<file path="src/rtl/ils_pkg.sv">
// ----------------------------------------------------------------------------
// ils_pkg
// Shared widths, request codes, status codes and the result word type.
// ----------------------------------------------------------------------------
package ils_pkg;

  localparam int CAPACITY_DEF = 256;
  localparam int DATA_W       = 32;
  localparam int POS_W        = 9;
  localparam int MODE_W       = 3;
  localparam int STAT_W       = 2;
  localparam int CNT_OUT_W    = 9;

  typedef enum logic [MODE_W-1:0] {
    MODE_INSERT = 3'd0,
    MODE_APPEND = 3'd1,
    MODE_FRONT  = 3'd2,
    MODE_REMOVE = 3'd3,
    MODE_READ   = 3'd4,
    MODE_WRITE  = 3'd5,
    MODE_CLEAR  = 3'd6
  } mode_t;

  localparam logic [STAT_W-1:0] ST_OK     = 2'd0;
  localparam logic [STAT_W-1:0] ST_BOUNDS = 2'd1;
  localparam logic [STAT_W-1:0] ST_FULL   = 2'd2;

  // value returned by a read that misses
  localparam logic signed [DATA_W-1:0] RD_MISS = 32'sd1;

  typedef struct packed {
    logic signed [DATA_W-1:0] read_value;
    logic [STAT_W-1:0]        status;
    logic [CNT_OUT_W-1:0]     element_count;
    logic                     is_empty;
  } rsp_t;

endpackage

</file>
<file path="src/rtl/ils_if.sv">
// ----------------------------------------------------------------------------
// ils_if
// Valid/ready channels: request word in, result word out.
// ----------------------------------------------------------------------------
interface ils_req_if import ils_pkg::*; ();
  logic                     valid;
  logic                     ready;
  logic [MODE_W-1:0]        mode;
  logic [POS_W-1:0]         position;
  logic signed [DATA_W-1:0] value;

  modport source (output valid, output mode, output position, output value, input ready);
  modport sink   (input valid, input mode, input position, input value, output ready);
endinterface


</file>
<file path="src/rtl/ils_ctrl.sv">
// ----------------------------------------------------------------------------
// ils_ctrl
// Request decode, element count and the shift sequencer over the store.
// ----------------------------------------------------------------------------
module ils_ctrl import ils_pkg::*; #(
  parameter int CAPACITY = CAPACITY_DEF,
  localparam int AW = $clog2(CAPACITY)
) (
  input  logic                     clk,
  input  logic                     rst,
  ils_req_if.sink                  req,
  output logic                     mem_wr_en,
  output logic [AW-1:0]            mem_wr_addr,
  output logic signed [DATA_W-1:0] mem_wr_data,
  output logic                     mem_rd_en,
  output logic [AW-1:0]            mem_rd_addr,
  input  logic signed [DATA_W-1:0] mem_rd_data,
  output logic                     res_valid,
  input  logic                     res_ready,
  output rsp_t                     res
);

  localparam int CW = $clog2(CAPACITY + 1);
  localparam int XW = (CW > POS_W) ? CW : POS_W;

  typedef enum logic [2:0] {
    S_IDLE,
    S_UP,     // insert: move entries up, top down to the slot
    S_FILL,   // insert: write the new value into the opened slot
    S_DN,     // remove: move entries down, slot upward
    S_RD,     // read data returning from the store
    S_DONE
  } state_t;

  state_t                   state;
  logic [CW-1:0]            count;
  logic [AW-1:0]            ptr;
  logic [AW-1:0]            pos_reg;
  logic signed [DATA_W-1:0] val_reg;
  logic [STAT_W-1:0]        res_st;
  logic signed [DATA_W-1:0] res_rd;

  // decode of the word at the input
  logic [XW-1:0]            pos_x;
  logic [XW-1:0]            cnt_x;
  logic [XW-1:0]            cnt_m1;
  logic [XW-1:0]            pos_p1;
  logic [XW-1:0]            ins_x;
  logic                     full;
  state_t                   d_next;
  logic [CW-1:0]            d_cnt;
  logic [STAT_W-1:0]        d_st;
  logic signed [DATA_W-1:0] d_rd;
  logic [AW-1:0]            d_ptr;
  logic                     d_wr;
  logic [AW-1:0]            d_wr_addr;
  logic                     d_rd_en;
  logic [AW-1:0]            d_rd_addr;
  logic [XW-1:0]            cnt_now;

  assign req.ready = (state == S_IDLE);
  assign pos_x     = XW'(req.position);
  assign cnt_x     = XW'(count);
  assign cnt_m1    = cnt_x - XW'(1);
  assign pos_p1    = pos_x + XW'(1);
  assign full      = (cnt_x >= XW'(CAPACITY));

  always_comb begin
    d_next    = S_DONE;
    d_cnt     = count;
    d_st      = ST_OK;
    d_rd      = '0;
    d_ptr     = '0;
    d_wr      = 1'b0;
    d_wr_addr = '0;
    d_rd_en   = 1'b0;
    d_rd_addr = '0;
    case (req.mode)
      MODE_APPEND: ins_x = cnt_x;
      MODE_FRONT:  ins_x = '0;
      default:     ins_x = pos_x;
    endcase
    case (req.mode)
      MODE_INSERT, MODE_APPEND, MODE_FRONT: begin
        if (req.mode == MODE_INSERT && pos_x > cnt_x) begin
          d_st = ST_BOUNDS;
        end else if (full) begin
          d_st = ST_FULL;
        end else begin
          d_cnt = count + CW'(1);
          if (ins_x == cnt_x) begin
            // slot at the tail: nothing to move
            d_wr      = 1'b1;
            d_wr_addr = ins_x[AW-1:0];
          end else begin
            d_rd_en   = 1'b1;
            d_rd_addr = cnt_m1[AW-1:0];
            d_ptr     = cnt_m1[AW-1:0];
            d_next    = S_UP;
          end
        end
      end
      MODE_REMOVE: begin
        if (pos_x >= cnt_x) begin
          d_st = ST_BOUNDS;
        end else begin
          d_cnt = count - CW'(1);
          if (pos_p1 != cnt_x) begin
            d_rd_en   = 1'b1;
            d_rd_addr = pos_p1[AW-1:0];
            d_ptr     = pos_p1[AW-1:0];
            d_next    = S_DN;
          end
        end
      end
      MODE_READ: begin
        if (pos_x >= cnt_x) begin
          d_st = ST_BOUNDS;
          d_rd = RD_MISS;
        end else begin
          d_rd_en   = 1'b1;
          d_rd_addr = pos_x[AW-1:0];
          d_next    = S_RD;
        end
      end
      MODE_WRITE: begin
        if (pos_x >= cnt_x) begin
          d_st = ST_BOUNDS;
        end else begin
          d_wr      = 1'b1;
          d_wr_addr = pos_x[AW-1:0];
        end
      end
      MODE_CLEAR: begin
        d_cnt = '0;
      end
      default: begin
      end
    endcase
  end

  // store port steering; reads and writes in a shift never hit the same entry
  always_comb begin
    mem_wr_en   = 1'b0;
    mem_wr_addr = '0;
    mem_wr_data = mem_rd_data;
    mem_rd_en   = 1'b0;
    mem_rd_addr = '0;
    case (state)
      S_IDLE: begin
        mem_wr_en   = req.valid && d_wr;
        mem_wr_addr = d_wr_addr;
        mem_wr_data = req.value;
        mem_rd_en   = req.valid && d_rd_en;
        mem_rd_addr = d_rd_addr;
      end
      S_UP: begin
        mem_wr_en   = 1'b1;
        mem_wr_addr = ptr + AW'(1);
        mem_rd_en   = (ptr != pos_reg);
        mem_rd_addr = ptr - AW'(1);
      end
      S_FILL: begin
        mem_wr_en   = 1'b1;
        mem_wr_addr = pos_reg;
        mem_wr_data = val_reg;
      end
      S_DN: begin
        mem_wr_en   = 1'b1;
        mem_wr_addr = ptr - AW'(1);
        mem_rd_en   = (CW'(ptr) != count);
        mem_rd_addr = ptr + AW'(1);
      end
      default: begin
      end
    endcase
  end

  always_ff @(posedge clk) begin
    if (rst) begin
      state <= S_IDLE;
      count <= '0;
    end else begin
      case (state)
        S_IDLE: begin
          if (req.valid) begin
            state   <= d_next;
            count   <= d_cnt;
            res_st  <= d_st;
            res_rd  <= d_rd;
            ptr     <= d_ptr;
            pos_reg <= ins_x[AW-1:0];
            val_reg <= req.value;
          end
        end
        S_UP: begin
          if (ptr == pos_reg) begin
            state <= S_FILL;
          end else begin
            ptr <= ptr - AW'(1);
          end
        end
        S_FILL: begin
          state <= S_DONE;
        end
        S_DN: begin
          // count already holds the new value, which is the last index moved
          if (CW'(ptr) == count) begin
            state <= S_DONE;
          end else begin
            ptr <= ptr + AW'(1);
          end
        end
        S_RD: begin
          res_rd <= mem_rd_data;
          state  <= S_DONE;
        end
        S_DONE: begin
          if (res_ready) begin
            state <= S_IDLE;
          end
        end
        default: begin
          state <= S_IDLE;
        end
      endcase
    end
  end

  assign cnt_now           = XW'(count);
  assign res_valid         = (state == S_DONE);
  assign res.read_value    = res_rd;
  assign res.status        = res_st;
  assign res.element_count = cnt_now[CNT_OUT_W-1:0];
  assign res.is_empty      = (count == '0);

endmodule

</file>
<file path="src/flat_wrapper.sv">
// flat-port wrapper written by rule: the top's interface ports become plain ports
module ils_ctrl_flat import ils_pkg::*;
#(
  parameter int CAPACITY = CAPACITY_DEF,
  localparam int AW = $clog2(CAPACITY)
)
  (clk, rst, mem_wr_en, mem_wr_addr, mem_wr_data, mem_rd_en, mem_rd_addr, mem_rd_data, res_valid, res_ready, res, req_valid, req_mode, req_position, req_value, req_ready);
  ils_req_if req_i ();
  input  logic clk;
  input  logic rst;
  output logic mem_wr_en;
  output logic [AW-1:0] mem_wr_addr;
  output logic signed [DATA_W-1:0] mem_wr_data;
  output logic mem_rd_en;
  output logic [AW-1:0] mem_rd_addr;
  input  logic signed [DATA_W-1:0] mem_rd_data;
  output logic res_valid;
  input  logic res_ready;
  output rsp_t res;
  input wire logic [$bits(req_i.valid)-1:0] req_valid;
  input wire logic [$bits(req_i.mode)-1:0] req_mode;
  input wire logic [$bits(req_i.position)-1:0] req_position;
  input wire logic [$bits(req_i.value)-1:0] req_value;
  output wire logic [$bits(req_i.ready)-1:0] req_ready;
  assign req_i.valid = req_valid;
  assign req_i.mode = req_mode;
  assign req_i.position = req_position;
  assign req_i.value = req_value;
  assign req_ready = req_i.ready;
  ils_ctrl #(.CAPACITY(CAPACITY)) u_core (.clk(clk), .rst(rst), .req(req_i), .mem_wr_en(mem_wr_en), .mem_wr_addr(mem_wr_addr), .mem_wr_data(mem_wr_data), .mem_rd_en(mem_rd_en), .mem_rd_addr(mem_rd_addr), .mem_rd_data(mem_rd_data), .res_valid(res_valid), .res_ready(res_ready), .res(res));
endmodule
</file>
<file path="config.mk">
export PLATFORM = sky130hd
export DESIGN_NAME = ils_ctrl_flat
export DESIGN_NICKNAME = d
export VERILOG_FILES = /design/src/rtl/ils_pkg.sv /design/src/rtl/ils_if.sv /design/src/rtl/ils_ctrl.sv /design/src/flat_wrapper.sv
export SDC_FILE = /design/constraint.sdc
export NUM_CORES = 1
export LEC_CHECK = 0
export ABC_AREA = 1
export BUFFER_PORTS_ARGS = -buffer_cell sky130_fd_sc_hd__buf_2
export CORE_ASPECT_RATIO = 0.6
export CORE_MARGIN = 8
export CORE_UTILIZATION = 54
export CTS_BUF_LIST = sky130_fd_sc_hd__clkbuf_8 sky130_fd_sc_hd__clkbuf_16
export CTS_CLUSTER_SIZE = 40
export DETAILED_ROUTE_END_ITERATION = 10
export GPL_TIMING_DRIVEN = 0
export PLACE_DENSITY_LB_ADDON = 0.25
export SLEW_MARGIN = 20
export SYNTH_ARGS = -nofsm -noshare
export SYNTH_HDL_FRONTEND = slang
export SYNTH_SLANG_ARGS = --single-unit
export TNS_END_PERCENT = 50
</file>
<file path="constraint.sdc">
create_clock -name clk -period 5.9 [get_ports clk]
set_input_delay 0.885 -clock clk [delete_from_list [all_inputs] [get_ports clk]]
set_output_delay 0.885 -clock clk [all_outputs]
set_load 0.1 [all_outputs]
</file>
# [After elaboration in Yosys (flattened, before gate mapping)]
# Index checks and enable logic that the tools add are counted.
[totals] ff_bits=94 input_bits=80 out_inout_bits=96 wordCells=117
[classes] n_addsub=5 magnitude_cmp=3 n_eq_ne=26 muxes=57 n_bitwise=1 reduce_logical=18
[ops] operator="$pmux W32 S2" n=2
[ops] operator="$mux W8" n=12
[ops] operator="$pmux W8 S3" n=3
[ops] operator="$mux W32" n=2
[ops] operator="$pmux W8 S2" n=2
[ops] operator="$pmux W8 S4" n=1
[ops] operator="$mux W3" n=9
[ops] operator="$mux W9" n=3
[ops] operator="$pmux W9 S3" n=1
[ops] operator="$add A9 B1 Y9 const B" n=2
[ops] operator="$pmux W9 S2" n=1
[ops] operator="$eq A3 B3 Y1 const B" n=5
[ops] operator="$pmux W3 S5" n=1
[ops] operator="$eq A3 B2 Y1 const B" n=4
[ops] operator="$mux W1" n=12
[ops] operator="$ne A2 B2 Y1 const B" n=6
[ops] operator="$eq A8 B9 Y1" n=1
[ops] operator="$eq A9 B9 Y1" n=1
[ops] operator="$ge A9 B9 Y1" n=1
[ops] operator="$ge A9 B9 Y1 const B" n=1
[ops] operator="$gt A9 B9 Y1" n=1
[ops] operator="$logic_not A9 Y1" n=1
[ops] operator="$ne A8 B9 Y1" n=1
[ops] operator="$ne A9 B9 Y1" n=1
[ops] operator="other kinds (23)" n=36

# [Longest topological paths before layout]
# Gate-level depths: netlist of the first run.
[logic_depth] ltp_word=9 ltp_mapped=16 depth_no_buf=15

# [Worst setup path after synthesis of the first run]
# Ideal clock, no wire load.
[synth_timing] path_type="register to output" start="register u_core.count[8], in the netlist u_core.cnt_now[8]" end="output port mem_wr_en" t_arrival_ns=4.277 slack_ns=0.738 stages_incl_launch_ff=13 path_cell_list="dfxtp_1 -> clkinv_1 -> ha_1 -> a21oi_1 -> o21a_1 -> nand3_1 -> nand2_1 -> inv_1 -> nor2_4 -> nand4_4 -> nand2_1 -> nand2_1 -> a21oi_1"
[synth_via] elab_chain_cells=8
[synth_rtl] item="from (decl)" line_no="ils_ctrl.sv:36" text="logic [CW-1:0] count;"
[synth_rtl] item="from (signal assigned)" line_no="ils_ctrl.sv:188" text="count <= d_cnt;"
[synth_rtl] item="$pmux W9 S2" line_no="ils_ctrl.sv:78" text="case (req.mode)"
[synth_rtl] item="$eq A9 B9 Y1" line_no="ils_ctrl.sv:91" text="if (ins_x == cnt_x) begin"
[synth_rtl] item="$mux W1" line_no="ils_ctrl.sv:91"
[synth_rtl] item="$mux W1" line_no="ils_ctrl.sv:87" text="end else if (full) begin"
[synth_rtl] item="$mux W1" line_no="ils_ctrl.sv:85" text="if (req.mode == MODE_INSERT && pos_x > cnt_x) begin"
[synth_rtl] item="$pmux W1 S2 *" line_no="ils_ctrl.sv:83" text="case (req.mode)"
[synth_rtl] item="$logic_and A1 B1 Y1 *" line_no="ils_ctrl.sv:151" text="mem_wr_en = req.valid && d_wr;"
[synth_rtl] item="$pmux W1 S2 *" line_no="ils_ctrl.sv:149" text="case (state)"
[synth_rtl] item="to (decl)" line_no="flat_wrapper.sv:11" text="output logic mem_wr_en;"
# Mark *: on every way between the ends. The rest lies on a longest branch, timed or not.

# [Worst setup path after layout of the first run]
[layout_timing] start="register u_core.count[8], in the netlist u_core.cnt_now[8]" end="output port mem_rd_addr[4]"
[layout_via] elab_chain_cells=7
[layout_rtl] item="$pmux W9 S2" line_no="ils_ctrl.sv:78"
[layout_rtl] item="$eq A9 B9 Y1" line_no="ils_ctrl.sv:91"
[layout_rtl] item="$mux W8" line_no="ils_ctrl.sv:91"
[layout_rtl] item="$mux W8" line_no="ils_ctrl.sv:87"
[layout_rtl] item="$mux W8" line_no="ils_ctrl.sv:85"
[layout_rtl] item="$pmux W8 S3 *" line_no="ils_ctrl.sv:83"
[layout_rtl] item="$pmux W8 S3 *" line_no="ils_ctrl.sv:149"
[layout_rtl] item="to (decl)" line_no="flat_wrapper.sv:15" text="output logic [AW-1:0] mem_rd_addr;"
# Marks and branches as above.

==> results of run 1 <==
==> cell families after synthesis <==
logic type	share of synthesized area
and+or+nand+nor	0.3282
xor gates and xnor gates	0.04127
adders and majority gates	0.02948
DFF	0.4244
AOI/OAI and AO/OA	0.09373
buffers and inverters	0.08292
==> worst max-delay path, stage by stage, from the launching register on <==
cell and delay (ns):
dfxtp_1 0.61, clkinv_1 0.49, ha_1 0.47, a21oi_1 0.13, o21a_1 0.15, nand3_1 0.10, nor2_1 0.18, nand2_1 0.07
nor2_1 0.19, buf_4 0.24, nand3_1 0.23, nand2_1 0.17, o21ai_1 0.08, nand2_1 0.13, buf_2 0.43
==> cell type report <==
cell class,count,area [µm²]
fillers,1008,3571
multi-input cells,633,3147
flip-flops and latches,94,2703
repair buffers,179,919.6
inverters,98,367.9
clock buffers,9,225.2
well taps,160,200.2
plain buffers,35,160.2
clock inverters,6,117.6
==> metal layers <==
metal | wire length [µm] | vias to the layer above | GRT usage | part of all wire
li1 | - | 3224 | - | -
met2 | 9357 | 452 | 0.4027 | 0.40
met4 | 236 | 0 | 0.04776 | 0.010
met1 | 9886 | 3115 | 0.4216 | 0.42
met3 | 3791 | 27 | 0.1257 | 0.16
met5 | 0 | - | 0 | 0
==> worst paths after layout <==
| path | from | endpoint |
|---|---|---|
| worst max register to register | u_core.cnt_now[8] | u_core.ptr[4] |
| worst min-delay path | u_core.state[1] | u_core.state[2] |
| worst max-delay path | u_core.cnt_now[8] | mem_rd_addr[4] |
| worst min register to register | u_core.state[1] | u_core.state[2] |
==> layout by cell type (no fill, tap or decap), drive strengths merged, types with 2 or more instances in the layout <==
master and count:
buf 194, nor4 2, edfxtp 82, nand3b 5
o22ai 15, a31oi 2, dfxtp 12, or2 3
o21ai 50, clkinv 5, nor3 24, nor2 86
clkbuf 29, ha 15, nand4 5, xor2 24
inv 95, xnor2 6, nand3 90, bufinv 3
nand2 269, a21oi 25, a221oi 3
==> stage by stage <==
stage,setup slack (ns),instance area [µm²],cells,utilization
after floorplan,0.7376,6367,860,-
after global placement,-0.05907,7438,1194,0.6519
after detailed placement,1.573,7497,1199,0.6570
after CTS,1.203,7840,1214,0.6871
after global routing,0.8260,7840,1214,0.6871
final,0.9830,7840,1214,0.6871
==> flow_metrics.py, run 1 <==
metrics = {
    "status": {
        "status": "completed",
    },
    "logic_synthesis": {
        "async_reset_ff_frac": 0,
        "ys.flop_type": "edfxtp_1",
        "synth_area_leaders": "edfxtp_1 39%, nand2_1 16%, nand3_1 6.8%",
        "yosysWarnings": 0,
        "syn_inst": 860,
        "yosysMostFrequentCell": "nand2_1",
        "synth_area_mm2": 0.006367,
        "ys_ff_latch": 94,
        "synth-edff-count": 82,
        "yosysUniqueCellTypes": 45,
        "avgSynthCellArea_um2": 7.404,
        "yosysSeqAreaShare": 0.4244,
        "synth_common_cells": "268 x nand2_1, 87 x nand3_1, 86 x inv_1",
        "yosysTopAreaCell": "edfxtp_1",
        "syn-num-nets": 955,
        "synth_top_area_share": 0.3867,
    },
    "critical_path": {
        "critical_path_class": "reg -> out",
        "reg2regPathDepth": 13,
        "path_max_fanout": 10,
        "arrival_ns": 4.03,
        "r2r_slack_ns": 2.58,
        "startpoint_type": "flop",
        "end_kind": "output port",
        "required_ns": 5.02,
    },
    "grt": {
        "antenna_found_initial": 0,
        "grt_pass1_vias": 6276,
        "grt_first_pass_wirelength_um": 35420,
        "track_usage": 0.2935,
        "overflow": 0,
        "grt_max_degree": 33,
    },
    "clock_tree": {
        "path_clk_slew_ns": 0.07,
        "post_cts_buffers": 0,
        "holdBufCountCts": 0,
        "htreeDepth": 3,
        "cts_root_buf": "clkbuf_16",
        "cts_made_buffers": 9,
        "cts_resized": 0,
        "clock_path_buffers": 2,
        "clock-sinks": 94,
        "clk_latency_ns": 0.34,
        "cts_tree": "yes",
    },
    "sta": {
        "rsz0062_at_grt": "false",
        "hold_viol": 0,
        "slew_violations": 0,
        "fin_setup_tns_ns": 0,
        "holdWs_ns": 0.7136,
        "fin_crit_sh": 0.8334,
        "skew_ns": 0.006155,
        "worstMarginPinSlew_ns": 1.017,
        "max_freq_ghz": 0.2034,
        "finalSetupViolations": 0,
        "period_needed_ns": 4.917,
        "max_slew_margin": 0.3169,
    },
    "drt": {
        "drt_pass1_iterations": 6,
        "final_antenna_net_count": 0,
        "drcViolationCount": 0,
        "vias_per_cell": 5.616,
        "post_drt_wl_per_cell_um": 19.17,
        "vias": 6818,
        "routed_wl_um": 23270,
        "drt_iter0_markers": 718,
    },
    "floorplan": {
        "ioPinCount": 176,
        "core-area_mm2": 0.01141,
        "rows": 30,
        "initial_utilization": 0.5580,
        "die_y_um": 100.1,
        "die_area_mm2": 0.01564,
        "die_w_um": 156.2,
    },
    "place": {
        "io_buffers": 174,
        "dp_hpwl_um": 18390,
        "place_congestion": 0.9809,
    },
    "min_path": {
        "worst_hold_path_type": "reg -> reg",
        "whs_path_depth": 3,
    },
    "cells_and_area": {
        "nNetsFinal": 1145,
        "post_route_cells_drive_above_1_share": 0.2277,
        "area_growth_pct": 23.13,
        "antennaDiodeCount": 0,
    },
    "job": {
        "drv_cap": 0,
    },
}
Power of run 1 is left out: the tool's default activity adds up to more than one toggle a clock period on the data nets, which glitch-free logic cannot reach.
==> inputs of run 2 (changes only) <==
--- a/config.mk
+++ b/config.mk
@@ -9,7 +9,7 @@
 export BUFFER_PORTS_ARGS = -buffer_cell sky130_fd_sc_hd__buf_2
 export CORE_ASPECT_RATIO = 0.6
 export CORE_MARGIN = 8
-export CORE_UTILIZATION = 54
+export CORE_UTILIZATION = 48
 export CTS_BUF_LIST = sky130_fd_sc_hd__clkbuf_8 sky130_fd_sc_hd__clkbuf_16
 export CTS_CLUSTER_SIZE = 40
 export DETAILED_ROUTE_END_ITERATION = 10
==> constraint.sdc (replaced) <==
create_clock -name clk -period 4.5 [get_ports clk]
set_input_delay 0.675 -clock clk [delete_from_list [all_inputs] [get_ports clk]]
set_output_delay 0.675 -clock clk [all_outputs]
set_load 0.1 [all_outputs]
==> run 2 against run 1 <==
Against the previous run: final cell count increased by 1.2%; worst hold slack got worse by 0.20 ns; die area increased by 11%; critical path depth increased by 3; via count decreased by 2.2%; critical path type unchanged.
==> flow_metrics.py, run 2 (synthesis results as in run 1) <==
metrics = {
    "clock_tree": {
        "cts_root_buf": "clkbuf_16",
        "cts_made_buffers": 9,
        "path_clk_slew_ns": 0.07,
        "clk_latency_ns": 0.34,
        "htreeDepth": 3,
        "cts_tree": "yes",
        "clock_path_buffers": 2,
        "clock-sinks": 94,
    },
    "sta": {
        "skew_ns": 0.009967,
        "rsz0062_at_grt": "false",
        "max_freq_ghz": 0.2356,
        "slew_violations": 0,
        "period_needed_ns": 4.244,
        "max_slew_margin": 0.4369,
        "finalSetupViolations": 0,
        "fin_crit_sh": 0.9430,
        "hold_viol": 0,
        "worstMarginPinSlew_ns": 0.8415,
    },
    "critical_path": {
        "crit_top_cell": "nand2_1",
        "end_kind": "output port",
        "startpoint_type": "flop",
        "critical_path_class": "reg -> out",
        "worstPathCellList": "buf_2 -> clkinvlp_4 -> ha_1 -> nand2_1 -> nor2_1 -> nand3_1 -> nor3_1 -> nor2_1 -> nand2_1 -> inv_1 -> nor2_4 -> buf_4 -> nand3_1 -> nand2_1 -> o21ai_1 -> nand2_1 -> buf_2",
        "crit_path_max_incr_delay_ns": 0.43,
        "arrival_ns": 3.57,
        "path_max_fanout": 8,
        "reg2regPathDepth": 9,
        "crit_path_top_delay_cell": "buf_2",
        "required_ns": 3.83,
    },
    "floorplan": {
        "die_area_mm2": 0.01733,
        "initial_utilization": 0.4939,
        "die_w_um": 164.7,
        "rows": 32,
        "die_y_um": 105.2,
        "core-area_mm2": 0.01289,
        "ioPinCount": 176,
    },
    "cells_and_area": {
        "post_route_cells_drive_above_1_share": 0.2389,
        "instances_no_fill": 1229,
        "final_util": 0.6098,
        "mostFrequentLayoutCells": "268 x nand2_1, 177 x buf_2, 87 x nand3_1",
        "area_growth_pct": 23.46,
        "final_common_cell": "nand2_1",
        "antennaDiodeCount": 0,
        "nNetsFinal": 1149,
    },
    "grt": {
        "track_usage": 0.2632,
        "grt_pass1_vias": 6399,
        "grt_max_degree": 33,
        "overflow": 0,
        "grt_first_pass_wirelength_um": 35820,
        "antenna_found_initial": 1,
    },
    "drt": {
        "final_antenna_net_count": 0,
        "vias": 6666,
        "drt_pass1_iterations": 5,
        "met2_length_um": 8985,
        "post_drt_wl_per_cell_um": 18.67,
        "drt_iter0_markers": 842,
        "routed_wl_um": 22950,
        "m1WireLength_um": 10520,
        "drcViolationCount": 0,
        "vias_per_cell": 5.424,
        "top_layer": "met5",
        "wl_met3_um": 3197,
    },
    "min_path": {
        "whs_path_depth": 1,
        "worst_hold_path_type": "in -> reg",
    },
    "place": {
        "place_congestion": 1.022,
        "dp_hpwl_um": 18200,
        "dp_cells": 1209,
        "io_buffers": 174,
    },
    "status": {
        "status": "completed",
    },
    "job": {
        "drv_cap": 0,
    },
}
## run 2: changes by cell type in the layout (fill, tap and decap cells not counted), moves of 2 or more
cell        before  now
a21oi_2          1    3
buf_6            4    1
clkinvlp_4       1    4
buf_4            4   11
a21oi_1         24   22
bufinv_16        3    0
buf_2          185  177
clkinv_1         5    2
clkbuf_4         0    8
## run 2: through the flow
step / setup TNS (ns) / setup slack [ns] / hold WS (ns) / area, µm²
after global routing: 0 / 0.02631 / 0.5123 / 7861
final: 0 / 0.2563 / 0.5175 / 7861
after detailed placement: 0 / 0.4370 / 0.6787 / 7502
after global placement: -68.21 / -1.628 / 0.6698 / 7455
after CTS: 0 / 0.04947 / 0.5113 / 7789
after floorplan: 0 / 0.09641 / 0.6122 / 6371
## run 2: layout make-up
class                      instances  area (µm²)
buffer                            35       161.4
clock buffer                       9       225.2
clock inverter                     7       61.31
fill                            1241        5031
inverter                          98       379.1
multi-input combinational        633        3159
sequential                        94        2704
tap                              170       212.7
timing repair buffer             183       958.4
## run 2: timing repair
action	CTS	global route
setup buffers	0	4
endpoints found under the hold margin	0	0
hold buffers	0	0
gates resized for setup	0	15
setup endpoints to repair	0	17
## run 2: worst paths after layout
path,from,slack (ns),to
worst max-delay path,u_core.cnt_now[3],0.26,mem_rd_addr[2]
worst min-delay path,req_value[9],0.52,u_core.val_reg[9]
worst min register to register,u_core.state[1],0.69,u_core.state[2]
worst max register to register,u_core.state[2],1.58,u_core.ptr[2]
## run 2: layer usage
layer	up-vias	track usage
met5	-	0
met4	2	0.04225
met3	25	0.09984
met2	372	0.3537
met1	3044	0.3939
li1	3223	-
## run 2: worst max-delay path: cells and delay by family, from the launching register on
kind	cells	cell delay, ns
compound gates	1	0.06
fa+ha+maj	1	0.37
buf+inv	5	1.27
flops	1	0.34
simple gates	10	1.19
Power of run 2 is left out for the same reason.
